<file path="src/lpd_pkg.sv">
// package with shared constants, types and helpers of the lidar packet deframer
`default_nettype none
package lpd_pkg;

    localparam int POINTS_PER_PACKET = 12;
    localparam int POINT_DIV         = POINTS_PER_PACKET - 1;
    localparam int PAYLOAD_LEN       = 44;
    localparam int ADDR_W            = $clog2(PAYLOAD_LEN);
    localparam int FULL_TURN         = 36000;
    localparam int FIRST_POINT_OFF   = 4;
    localparam int POINT_STRIDE      = 3;
    localparam int TAIL_OFF          = 40;
    localparam int CRC_STEPS         = 4;
    localparam int HDR_BYTES         = 8;
    localparam int PADDR_W           = 4;

    // reciprocal of POINT_DIV, exact floor division of any 16-bit value
    localparam int          DIV_SHIFT = 16 + $clog2(POINT_DIV);
    localparam logic [16:0] DIV_RECIP = 17'(((1 << DIV_SHIFT) + POINT_DIV - 1) / POINT_DIV);

    localparam logic [7:0] POLY_RESET   = 8'h4D;
    localparam logic [7:0] SEED_RESET   = 8'hD8;
    localparam logic [7:0] HEADER_RESET = 8'h54;
    localparam logic [7:0] VERLEN_RESET = 8'h2C;

    typedef enum logic [1:0] {
        REG_POLY,
        REG_SEED,
        REG_HEADER,
        REG_VERLEN
    } lpd_reg_t;

    typedef enum logic [3:0] {
        ST_HUNT,
        ST_SYNC,
        ST_DATA,
        ST_CRC,
        ST_RDHDR,
        ST_DIV,
        ST_RDPT,
        ST_MOD,
        ST_EMIT
    } lpd_state_t;

    // one msb-first crc8 bit step
    function automatic logic [7:0] crc_shift(input logic [7:0] r, input logic [7:0] poly);
        logic [7:0] s;
        s = {r[6:0], 1'b0};
        return r[7] ? (s ^ poly) : s;
    endfunction

    // payload address of header slot k: speed, start angle, end angle, timestamp
    function automatic logic [ADDR_W-1:0] hdr_addr(input logic [2:0] k);
        logic [ADDR_W-1:0] base;
        base = k[2] ? ADDR_W'(TAIL_OFF - 4) : '0;
        return base + ADDR_W'(k);
    endfunction

endpackage
`default_nettype wire

</file>
<file path="src/lpd_byte_if.sv">
// byte channel carrying received serial bytes
`default_nettype none
interface lpd_byte_if;
    logic       valid;
    logic       ready;
    logic [7:0] rx_byte;

    modport source (output valid, output rx_byte, input ready);
    modport sink (input valid, input rx_byte, output ready);
endinterface
`default_nettype wire

</file>
<file path="src/lpd_point_if.sv">
// point channel carrying one decoded measurement point
`default_nettype none
interface lpd_point_if;
    logic        valid;
    logic        ready;
    logic [15:0] distance_mm;
    logic [7:0]  intensity;
    logic [15:0] angle_centideg;
    logic [3:0]  point_index;
    logic [15:0] rotor_speed;
    logic [15:0] time_stamp;
    logic        last_point;

    modport source (
        output valid, output distance_mm, output intensity, output angle_centideg,
        output point_index, output rotor_speed, output time_stamp, output last_point,
        input ready
    );
    modport sink (
        input valid, input distance_mm, input intensity, input angle_centideg,
        input point_index, input rotor_speed, input time_stamp, input last_point,
        output ready
    );
endinterface
`default_nettype wire

</file>
<file path="src/lidar_packet_deframer.sv">
// top level of the lidar packet deframer: sync hunt, crc8 check and point decode
//
// byte_in takes one received byte per transfer. The block hunts for the header
// byte and the version/length byte, then stores 44 payload bytes in a small
// memory and checks the trailing crc8 byte. A good packet gives 12 transfers on
// point_out, point_index 0 to 11, last_point set on the final one; a bad packet
// gives none. Configuration registers sit on the apb port at 0x0, 0x4, 0x8, 0xc.
// Each payload byte is taken and then run through 4 passes of a two-bit crc
// step unit, with byte_in not ready during the passes. After a good check
// byte the header fields are read from the memory and the angle step is formed
// by a reciprocal multiply; each point is then read from the memory, reduced
// modulo 36000 by a compare-subtract unit, and waits in the output register
// until taken. While point_out is stalled nothing moves and byte_in stays not
// ready. Reset returns to hunting with default registers.
`default_nettype none
module lidar_packet_deframer (
    input  wire logic                            clk,
    input  wire logic                            rst_n,
    lpd_byte_if.sink                             byte_in,
    lpd_point_if.source                          point_out,
    input  wire logic                            psel,
    input  wire logic                            penable,
    input  wire logic                            pwrite,
    input  wire logic [lpd_pkg::PADDR_W-1:0]     paddr,
    input  wire logic [31:0]                     pwdata,
    output logic      [31:0]                     prdata,
    output logic                                 pready
);
    import lpd_pkg::*;

    logic [7:0]        poly_reg, seed_reg, header_reg, verlen_reg;
    lpd_state_t        state_reg, state_next;
    logic [3:0]        seq_reg, seq_next;
    logic [ADDR_W-1:0] cnt_reg, cnt_next;
    logic [7:0]        crc_reg, crc_next;
    logic [16:0]       acc_reg, acc_next;
    logic [3:0]        pt_reg, pt_next;
    logic [ADDR_W-1:0] ptr_reg, ptr_next;
    logic [15:0]       quo_reg, quo_next;
    logic              neg_reg, neg_next;
    logic [15:0]       step_reg, step_next;
    logic [7:0]        hdr_reg [HDR_BYTES];
    logic [7:0]        hdr_next [HDR_BYTES];
    logic [7:0]        pb_reg [POINT_STRIDE];
    logic [7:0]        pb_next [POINT_STRIDE];
    logic [15:0]       dist_reg, dist_next;
    logic [7:0]        inten_reg, inten_next;
    logic [15:0]       angle_reg, angle_next;
    logic              last_reg, last_next;

    logic [7:0]        mem [PAYLOAD_LEN];
    logic [ADDR_W-1:0] rd_addr;
    logic [7:0]        rd_data_reg;
    logic              mem_we;

    logic              cfg_we;
    logic              in_xfer;
    logic              out_xfer;

    assign pready   = 1'b1;
    assign cfg_we   = psel & penable & pwrite;
    assign in_xfer  = byte_in.valid & byte_in.ready;
    assign out_xfer = point_out.valid & point_out.ready;

    assign byte_in.ready = (state_reg == ST_HUNT) || (state_reg == ST_SYNC)
                           || (state_reg == ST_DATA);
    assign mem_we = in_xfer && (state_reg == ST_DATA) && (cnt_reg != ADDR_W'(PAYLOAD_LEN));

    // configuration registers
    always_ff @(posedge clk or negedge rst_n)
    begin
        if (!rst_n)
        begin
            poly_reg   <= POLY_RESET;
            seed_reg   <= SEED_RESET;
            header_reg <= HEADER_RESET;
            verlen_reg <= VERLEN_RESET;
        end
        else if (cfg_we)
        begin
            case (lpd_reg_t'(paddr[3:2]))
                REG_POLY:   poly_reg   <= pwdata[7:0];
                REG_SEED:   seed_reg   <= pwdata[7:0];
                REG_HEADER: header_reg <= pwdata[7:0];
                REG_VERLEN: verlen_reg <= pwdata[7:0];
                default:    poly_reg   <= poly_reg;
            endcase
        end
    end

    always_comb
    begin
        case (lpd_reg_t'(paddr[3:2]))
            REG_POLY:   prdata = 32'(poly_reg);
            REG_SEED:   prdata = 32'(seed_reg);
            REG_HEADER: prdata = 32'(header_reg);
            REG_VERLEN: prdata = 32'(verlen_reg);
            default:    prdata = '0;
        endcase
    end

    // payload memory
    always_ff @(posedge clk)
    begin
        if (mem_we)
        begin
            mem[cnt_reg] <= byte_in.rx_byte;
        end
        rd_data_reg <= mem[rd_addr];
    end

    always_ff @(posedge clk or negedge rst_n)
    begin
        if (!rst_n)
        begin
            state_reg <= ST_HUNT;
            seq_reg   <= '0;
            cnt_reg   <= '0;
            crc_reg   <= '0;
            acc_reg   <= '0;
            pt_reg    <= '0;
            ptr_reg   <= '0;
            quo_reg   <= '0;
            neg_reg   <= 1'b0;
            step_reg  <= '0;
            hdr_reg   <= '{default: '0};
            pb_reg    <= '{default: '0};
            dist_reg  <= '0;
            inten_reg <= '0;
            angle_reg <= '0;
            last_reg  <= 1'b0;
        end
        else
        begin
            state_reg <= state_next;
            seq_reg   <= seq_next;
            cnt_reg   <= cnt_next;
            crc_reg   <= crc_next;
            acc_reg   <= acc_next;
            pt_reg    <= pt_next;
            ptr_reg   <= ptr_next;
            quo_reg   <= quo_next;
            neg_reg   <= neg_next;
            step_reg  <= step_next;
            hdr_reg   <= hdr_next;
            pb_reg    <= pb_next;
            dist_reg  <= dist_next;
            inten_reg <= inten_next;
            angle_reg <= angle_next;
            last_reg  <= last_next;
        end
    end

    always_comb
    begin
        logic [32:0]        recip_prod;
        logic [15:0]        q_div;
        logic [15:0]        start_ang;
        logic [15:0]        end_ang;
        logic signed [17:0] span;

        state_next = state_reg;
        seq_next   = seq_reg;
        cnt_next   = cnt_reg;
        crc_next   = crc_reg;
        acc_next   = acc_reg;
        pt_next    = pt_reg;
        ptr_next   = ptr_reg;
        quo_next   = quo_reg;
        neg_next   = neg_reg;
        step_next  = step_reg;
        hdr_next   = hdr_reg;
        pb_next    = pb_reg;
        dist_next  = dist_reg;
        inten_next = inten_reg;
        angle_next = angle_reg;
        last_next  = last_reg;
        rd_addr    = '0;

        // floor(|span| / POINT_DIV)
        recip_prod = 33'(quo_reg) * 33'(DIV_RECIP);
        q_div      = 16'(recip_prod >> DIV_SHIFT);
        start_ang  = {hdr_reg[3], hdr_reg[2]};
        end_ang    = {hdr_reg[5], hdr_reg[4]};
        if (start_ang <= end_ang)
        begin
            span = $signed({2'b00, end_ang}) - $signed({2'b00, start_ang});
        end
        else
        begin
            span = 18'(FULL_TURN) + $signed({2'b00, end_ang}) - $signed({2'b00, start_ang});
        end

        case (state_reg)
            ST_HUNT:
            begin
                if (in_xfer && byte_in.rx_byte == header_reg)
                begin
                    state_next = ST_SYNC;
                end
            end
            ST_SYNC:
            begin
                if (in_xfer)
                begin
                    if (byte_in.rx_byte == verlen_reg)
                    begin
                        state_next = ST_DATA;
                        cnt_next   = '0;
                        crc_next   = seed_reg;
                    end
                    else
                    begin
                        state_next = ST_HUNT;
                    end
                end
            end
            ST_DATA:
            begin
                if (in_xfer)
                begin
                    if (cnt_reg != ADDR_W'(PAYLOAD_LEN))
                    begin
                        crc_next   = crc_reg ^ byte_in.rx_byte;
                        cnt_next   = cnt_reg + 1'b1;
                        seq_next   = '0;
                        state_next = ST_CRC;
                    end
                    else
                    begin
                        cnt_next = '0;
                        if (byte_in.rx_byte == crc_reg)
                        begin
                            seq_next   = '0;
                            pt_next    = '0;
                            ptr_next   = ADDR_W'(FIRST_POINT_OFF);
                            state_next = ST_RDHDR;
                        end
                        else
                        begin
                            state_next = ST_HUNT;
                        end
                    end
                end
            end
            ST_CRC:
            begin
                crc_next = crc_shift(crc_shift(crc_reg, poly_reg), poly_reg);
                seq_next = seq_reg + 1'b1;
                if (seq_reg == 4'(CRC_STEPS - 1))
                begin
                    state_next = ST_DATA;
                end
            end
            ST_RDHDR:
            begin
                if (seq_reg < 4'(HDR_BYTES))
                begin
                    rd_addr = hdr_addr(seq_reg[2:0]);
                end
                if (seq_reg != '0)
                begin
                    hdr_next[3'(seq_reg - 4'd1)] = rd_data_reg;
                end
                seq_next = seq_reg + 1'b1;
                if (seq_reg == 4'(HDR_BYTES))
                begin
                    neg_next   = span[17];
                    quo_next   = span[17] ? 16'(-span) : span[15:0];
                    seq_next   = '0;
                    state_next = ST_DIV;
                end
            end
            ST_DIV:
            begin
                step_next  = neg_reg ? (16'd0 - q_div) : q_div;
                acc_next   = {1'b0, start_ang};
                seq_next   = '0;
                state_next = ST_RDPT;
            end
            ST_RDPT:
            begin
                if (seq_reg < 4'(POINT_STRIDE))
                begin
                    rd_addr = ptr_reg + ADDR_W'(seq_reg);
                end
                if (seq_reg != '0)
                begin
                    pb_next[2'(seq_reg - 4'd1)] = rd_data_reg;
                end
                seq_next = seq_reg + 1'b1;
                if (seq_reg == 4'(POINT_STRIDE))
                begin
                    state_next = ST_MOD;
                end
            end
            ST_MOD:
            begin
                if (acc_reg >= 17'(FULL_TURN))
                begin
                    acc_next = acc_reg - 17'(FULL_TURN);
                end
                else
                begin
                    dist_next  = {pb_reg[1], pb_reg[0]};
                    inten_next = pb_reg[2];
                    angle_next = acc_reg[15:0];
                    last_next  = (pt_reg == 4'(POINTS_PER_PACKET - 1));
                    state_next = ST_EMIT;
                end
            end
            ST_EMIT:
            begin
                if (out_xfer)
                begin
                    if (last_reg)
                    begin
                        state_next = ST_HUNT;
                    end
                    else
                    begin
                        pt_next    = pt_reg + 1'b1;
                        ptr_next   = ptr_reg + ADDR_W'(POINT_STRIDE);
                        acc_next   = acc_reg + {1'b0, step_reg};
                        seq_next   = '0;
                        state_next = ST_RDPT;
                    end
                end
            end
            default:
            begin
                state_next = ST_HUNT;
            end
        endcase
    end

    assign point_out.valid          = (state_reg == ST_EMIT);
    assign point_out.distance_mm    = dist_reg;
    assign point_out.intensity      = inten_reg;
    assign point_out.angle_centideg = angle_reg;
    assign point_out.point_index    = pt_reg;
    assign point_out.rotor_speed    = {hdr_reg[1], hdr_reg[0]};
    assign point_out.time_stamp     = {hdr_reg[7], hdr_reg[6]};
    assign point_out.last_point     = last_reg;

endmodule
`default_nettype wire

</file>
<file path="src/flat_wrapper.sv">
// flat-port wrapper written by rule: the top's interface ports become plain ports
module lidar_packet_deframer_flat import lpd_pkg::*;
  (clk, rst_n, psel, penable, pwrite, paddr, pwdata, prdata, pready, byte_in_valid, byte_in_rx_byte, byte_in_ready, point_out_valid, point_out_distance_mm, point_out_intensity, point_out_angle_centideg, point_out_point_index, point_out_rotor_speed, point_out_time_stamp, point_out_last_point, point_out_ready);
  lpd_byte_if byte_in_i ();
  lpd_point_if point_out_i ();
  input  wire logic clk;
  input  wire logic rst_n;
  input  wire logic psel;
  input  wire logic penable;
  input  wire logic pwrite;
  input  wire logic [lpd_pkg::PADDR_W-1:0] paddr;
  input  wire logic [31:0] pwdata;
  output logic      [31:0] prdata;
  output logic pready;
  input wire logic [$bits(byte_in_i.valid)-1:0] byte_in_valid;
  input wire logic [$bits(byte_in_i.rx_byte)-1:0] byte_in_rx_byte;
  output wire logic [$bits(byte_in_i.ready)-1:0] byte_in_ready;
  output wire logic [$bits(point_out_i.valid)-1:0] point_out_valid;
  output wire logic [$bits(point_out_i.distance_mm)-1:0] point_out_distance_mm;
  output wire logic [$bits(point_out_i.intensity)-1:0] point_out_intensity;
  output wire logic [$bits(point_out_i.angle_centideg)-1:0] point_out_angle_centideg;
  output wire logic [$bits(point_out_i.point_index)-1:0] point_out_point_index;
  output wire logic [$bits(point_out_i.rotor_speed)-1:0] point_out_rotor_speed;
  output wire logic [$bits(point_out_i.time_stamp)-1:0] point_out_time_stamp;
  output wire logic [$bits(point_out_i.last_point)-1:0] point_out_last_point;
  input wire logic [$bits(point_out_i.ready)-1:0] point_out_ready;
  assign byte_in_i.valid = byte_in_valid;
  assign byte_in_i.rx_byte = byte_in_rx_byte;
  assign byte_in_ready = byte_in_i.ready;
  assign point_out_valid = point_out_i.valid;
  assign point_out_distance_mm = point_out_i.distance_mm;
  assign point_out_intensity = point_out_i.intensity;
  assign point_out_angle_centideg = point_out_i.angle_centideg;
  assign point_out_point_index = point_out_i.point_index;
  assign point_out_rotor_speed = point_out_i.rotor_speed;
  assign point_out_time_stamp = point_out_i.time_stamp;
  assign point_out_last_point = point_out_i.last_point;
  assign point_out_i.ready = point_out_ready;
  lidar_packet_deframer u_core (.clk(clk), .rst_n(rst_n), .byte_in(byte_in_i), .point_out(point_out_i), .psel(psel), .penable(penable), .pwrite(pwrite), .paddr(paddr), .pwdata(pwdata), .prdata(prdata), .pready(pready));
endmodule
</file>
<file path="config.mk">
export PLATFORM = sky130hd
export DESIGN_NAME = lidar_packet_deframer_flat
export DESIGN_NICKNAME = d
export VERILOG_FILES = /design/src/lpd_pkg.sv /design/src/lpd_byte_if.sv /design/src/lpd_point_if.sv /design/src/lidar_packet_deframer.sv /design/src/flat_wrapper.sv
export SDC_FILE = /design/constraint.sdc
export NUM_CORES = 1
export LEC_CHECK = 0
export BUFFER_PORTS_ARGS = -buffer_cell sky130_fd_sc_hd__buf_4
export CORE_UTILIZATION = 57
export CTS_BUF_LIST = sky130_fd_sc_hd__clkbuf_16
export DETAILED_ROUTE_END_ITERATION = 8
export PLACE_DENSITY = 0.84
export SYNTH_ARGS = -nofsm -noshare
export SYNTH_HDL_FRONTEND = slang
export SYNTH_SLANG_ARGS = --single-unit
</file>
<file path="constraint.sdc">
create_clock -name clk -period 5.6 [get_ports clk]
set_input_delay 0.28 -clock clk [delete_from_list [all_inputs] [get_ports clk]]
set_output_delay 0.28 -clock clk [all_outputs]
set_load 0.02 [all_outputs]
</file>
# Word level (Yosys, flattened, before mapping)
# Memories as Yosys holds them, arrays and structs flattened. A register that Yosys moved wholly into a read port is not among the register bits.
# Cells that the tools add are included.
# totals
reg_bits,243
latch_bits,0
ramBits,352
rom_bits,0
input_bits,51
memories,1
# op_classes
n_addsub,14
n_mul,1
div_mod_pow,0
order_cmp,8
eq_ne,33
shift,0
n_mux,63
n_bitwise,10
n_reduce_logical,30
# mem_list
memory,depth,word_bits,read_ports,rd_clocked_by_memory_dff,wr,line_no,source
u_core.mem,44,8,1,1,1,lidar_packet_deframer.sv:51,logic [7:0] mem [PAYLOAD_LEN];
# op_table
operator,n
one-hot mux 32 bit (4 select lines),1
2-to-1 mux 4 bit,19
2-to-1 mux 6 bit,12
bitwise mux 64 bit,1
2-to-1 mux 8 bit,8
2-to-1 mux 17 bit,3
one-hot mux 17 bit (3 select lines),1
one-hot mux 4 bit (9 select lines),1
one-hot mux 6 bit (2 select lines),3
"multiplier 16 x 16 -> 32 bit, second input constant",1
2-to-1 mux 16 bit,2
bitwise mux 24 bit,1
demux 8 bit (select 3 bit),1
equality test 8 bit,3
one-hot mux 8 bit (3 select lines),1
bitwise XOR 8 bit,3
one-hot mux 4 bit (5 select lines),1
2-to-1 mux 18 bit,1
subtractor 18 x 17 -> 18 bit,1
"adder 16 x 16 -> 17 bit, first input constant",1
adder 17 x 16 -> 17 bit,1
"greater-or-equal comparator 17 x 16 -> 1 bit, second input constant",1
subtractor 16 x 16 -> 17 bit,1
"subtractor 17 x 16 -> 17 bit, second input constant",1
other kinds (48),90

# Depth between registers and ports, before layout
# logic_depth
ltp_word,8
mapped_depth,23

# Least setup slack after synthesis
# No wires, ideal clock.
# synth_path
path_kind,register to register
from,register u_core.quo_reg[2]
to,register u_core.step_reg[12]
setup_ns,0.104
arrival_ns,6.052
required_ns,5.496
setup_slack_ns,-0.556
path_stages_with_launch,23
path_buffers,0
synth_period_minus_slack_ns,6.156
cell_sequence,dfrtp_1 > ha_1 > inv_1 > fa_1 > inv_1 > fa_1 > fa_1 > fa_1 > inv_1 > fa_1 > inv_1 > ha_1 > and2_1 > and3_1 > o211ai_2 > o21a_2 > xor2_1 > ha_1 > nand2_1 > nand4bb_1 > or3_1 > or3_1 > o311ai_1
# synth_between
elab_chain_cells,3
# synth_lines
item,line_no,source
start: declaration,lidar_packet_deframer.sv:39,"logic [15:0] quo_reg, quo_next;"
start signal: assignment,lidar_packet_deframer.sv:142,quo_reg <= quo_next;
multiplier 16 x 16 -> 32 bit *,lidar_packet_deframer.sv:181,recip_prod = 33'(quo_reg) * 33'(DIV_RECIP);
subtractor 1 x 13 -> 14 bit,lidar_packet_deframer.sv:276,step_next = neg_reg ? (16'd0 - q_div) : q_div;
2-to-1 mux 16 bit *,lidar_packet_deframer.sv:276,
end signal: assignment,lidar_packet_deframer.sv:144,step_reg <= step_next;
end: declaration,lidar_packet_deframer.sv:41,"logic [15:0] step_reg, step_next;"
# Mark *: on every way between the ends. The rest lies on a longest branch, timed or not.
# A chain may end at the register's enable or synchronous reset.

# Worst setup path in the final report
# layout_path
from,register u_core.quo_reg[12]
to,register u_core.step_reg[12]
# The elaborated chain is that of the path after synthesis.

==> impl_results.md <==
* Top delay family on crit path: adder cells
* DRC violations left at 0
* DR vias/cell at ~6.1
* Net Switching at 2.67 mW
* Total setup violations reported at the end of the flow at 10
* First DRT Iteration DRCs at 2,405
* Fmax achieved at 164 MHz
* Wire length of the first global-routing pass at 131,000 µm
* Total global-route track usage at 27.4%
* Deepest clock path buffer count at 3
* Pin count of the biggest net entering global routing at 185
* Detail Placement HPWL at approximately 57,000 µm
* VDD IR max at 0.000366 V
* Placer's final routability congestion estimate at 0.915
* Unrepaired setup endpoints after global routing: true
* CTS clk-pin slew, worst paths at 0.07 ns
* Status: finished, violations left
* Area growth from synthesis to final layout at 12.2%
* Die span in y at 248 µm
* Die area at just over 60,000 µm²
* Count of flip-flops with a built-in enable after synthesis at 352
* Sw Share at 26.2%
* Largest area contributor in the synthesized netlist: edfxtp_1
* Share of post-route cells with drive strength above 1 at a little under a fifth
* Via count of the first global-routing pass at 24,600
* Buffers on Ports at 111
* Share of the cycle needed by the critical path after routing at 109%
* Nets@finish at 3,617
* Final critical-path required period at 6.12 ns
* Cell with the most instances after synthesis: nand2_1
* Number of violations of the max-capacitance limit at 0
* Final-report max-slew violation count at 0
* Netlist Area Pre-Place at approximately 34,000 µm²
* Failing checks: setup timing
* Inserted Clock Buffers at 58
* Root buf cell: clkbuf_16
* Worst slew pin tran at 1.16 ns
* Yosys reg bits at 601
* Post-synth top cells: 511 x nand2_1, 352 x edfxtp_1, 227 x dfrtp_1
* Highest fanout seen on the critical path at 5
* Count of yosys warnings during synthesis at 0
* Number of routed nets with antenna violations at 0
* Die boundary width at about 250 µm
* Placement-stage cell area at 36,300 µm²
* Fin. Hold Viols at 0
* Count of mapped cells out of synthesis at 3,124
* Number of antenna violations at the first check in global routing at 0
* Slowest cell on crit path: fa_2
* Clock tree from TritonCTS: built
* Delay of the slowest cell on the worst path at 0.53 ns
* Internal power at ~7.5 mW
* Cell area after layout at ~39,000 µm²
* Worst-Skew Late Latency at 0.68 ns
* CP dominant cell by count: fa_1
* Placement row count at 89
* Fraction of registers with async set or reset after synthesis at 40.1%
* PnR Total Power at 10.2 mW
* Gate power share at 10.3%
* Sequential cell area fraction in the yosys report at 48.8%
* Power share of the clock group at 38.8%
* Buffers plus inverters on the worst setup path at 4
* Post-route clock skew at 0.0919 ns
* Placeable core region at just under 60,000 µm²
* Cell chain of the critical path: fa_1 > ha_1 > inv_2 > fa_2 > inv_2 > fa_1 > fa_1 > inv_1 > fa_1 > inv_1 > ha_1 > and3_4 > and3_4 > o211ai_2 > o21a_2 > xor2_2 > ha_2 > nand2_1 > nand4bb_1 > or3_4 > or3_1 > o311ai_1
* Kind of end point of the critical path: flop
* Per-instance average area after synthesis at 11.0 µm²
* Wire length reported by the detailed router at 85,000 µm
* Number of vias in the routed layout at 25,000
* H-tree lvl count at 2
* Kind of launch point of the worst setup path: flop
* Worst-case headroom to the max-slew limit at 21.8%
* Area share of the largest cell type after synthesis at between 30% and 40%
* Crit path arrival time at 6.65 ns
* Final antenna diode count at 0
* Top FF cell, synth: edfxtp_1
* Num ports at roughly 160
* P per Cell Area at approximately 260 nW/µm²
* Proportion of power drawn by flip-flops and latches at just over 50%
* Number of library cell types mapped by synthesis at approximately 110
* Global route total overflow at 0
* Largest register FFs at 352
* Min-Delay Path Class: in -> reg
* Number of optimization iterations in the first detailed-route pass at 6
* Utilization after layout at about 65%
* Start-to-end type of the worst setup path: reg -> reg
* CTS Sinks at 601
* Largest cells by area after synthesis: edfxtp_1 31%, dfrtp_1 17%, ha_1 7.5%
* Worst-case setup margin in the final layout at -0.516 ns
* Starting density of the core at 58.0%
* Leakage at 17.0 nW
* Routed WL per cell at 20.8 µm
* Setup TNS Final at -2.98 ns
* Data required time of the worst path at 6.13 ns
==> power by group through the flow <==
stage	Clock [mW]	Sequential, mW	Combinational [mW]
3_5_place_dp	0	5.26	1.02
4_1_cts	3.97	5.17	1.04
2_1_floorplan	0	5.08	0.832
3_3_place_gp	0	5.25	0.987
6_report	3.96	5.18	1.05
5_1_grt	4.14	5.21	1.13
==> cells in the final DEF (no fill, tap or decap), types with 9 or more instances in the layout <==
cell,instances
a211oi_1,11
a21o_1,29
a21oi_1,85
a221oi_1,14
a311oi_1,56
a31oi_1,19
and3_1,51
buf_4,240
clkbuf_16,58
conb_1,25
dfrtp_1,213
dfrtp_2,14
dfstp_2,14
dlygate4sd3_1,10
edfxtp_1,352
fa_1,97
ha_1,196
inv_1,227
inv_2,9
mux2_2,153
nand2_1,510
nand2b_1,15
nand3_1,150
nand4_1,16
nor2_1,136
nor3_1,37
o211ai_1,11
o21a_1,18
o21ai_0,113
o21ai_1,24
o311ai_1,16
o31ai_1,10
or3_1,12
xnor2_1,88
xor2_1,34
==> cells by family after synthesis <==
logic type | synth area share (%)
XOR/XNOR | 3.36
multiplexers | 5.70
AND/OR/NAND/NOR | 13.0
buffers and inverters | 5.49
adder cells (fa/ha/maj) | 13.2
AO/OA/AOI/OAI | 10.5
flip-flops | 48.8
other | 0.0218
==> metal layers <==
metal  vias to the layer above  wire length [µm]  GRT usage, %
li1                      11300                 -             -
met1                     12300             33300          35.4
met2                      1155             42100          46.4
met3                       233              6500          3.93
met4                         0              3200          10.9
met5                         -                 0             0
==> worst paths after layout <==
kind / slack (ns) / end / cells past startpoint / from
min in group asynchronous: 0.16 / u_core.point_out.angle_centideg[11] / 2 / rst_n
max in group asynchronous: 4.06 / u_core.cnt_reg[3] / 3 / rst_n
min reg2reg: 0.50 / u_core.point_out.intensity[7] / 1 / u_core.pb_reg[7]
max reg2reg: -0.52 / u_core.step_reg[12] / 22 / u_core.quo_reg[12]
min: 0.15 / u_core.mem[5][0] / 1 / byte_in_rx_byte[0]
max: -0.52 / u_core.step_reg[12] / 22 / u_core.quo_reg[12]
==> stage by stage <==
stage | hold slack (ns) | setup slack (ns) | instances
detailed placement | 0.243 | -0.608 | 3956
CTS | 0.116 | -0.478 | 4078
global route | 0.146 | -0.722 | 4083
finish | 0.145 | -0.516 | 4083
floorplan | -0.0156 | -0.406 | 3147
global placement | 0.239 | -0.433 | 3956
==> final cells by class <==
| type | instances | area (µm²) |
|---|---|---|
| tap | 773 | 967 |
| fill | 4124 | 20700 |
| multi-input combinational | 2128 | 16100 |
| sequential | 601 | 16800 |
| inverter | 215 | 807 |
| clock inverter | 50 | 477 |
| timing repair buffer | 258 | 2020 |
| clock buffer | 58 | 1450 |
==> worst register-to-register path: cells and delay by family, from the launching register on <==
family	cells	cell delay (ns)
buf+inv	4	0.18
fa+ha+maj	8	3.21
xor+xnor	1	0.18
flops	1	0.46
simple gates	6	1.41
compound gates	3	0.57
==> what timing repair did <==
action,4_1_cts,5_1_grt
cloned,0,0
hold buffers,10,0
pin swaps,16,30
setup buffers,5,5
hold endpoints to repair,91,0
endpoints found under the setup margin,10,12
resized for setup,17,30
No activity file was read; power rests on OpenSTA's default activity.
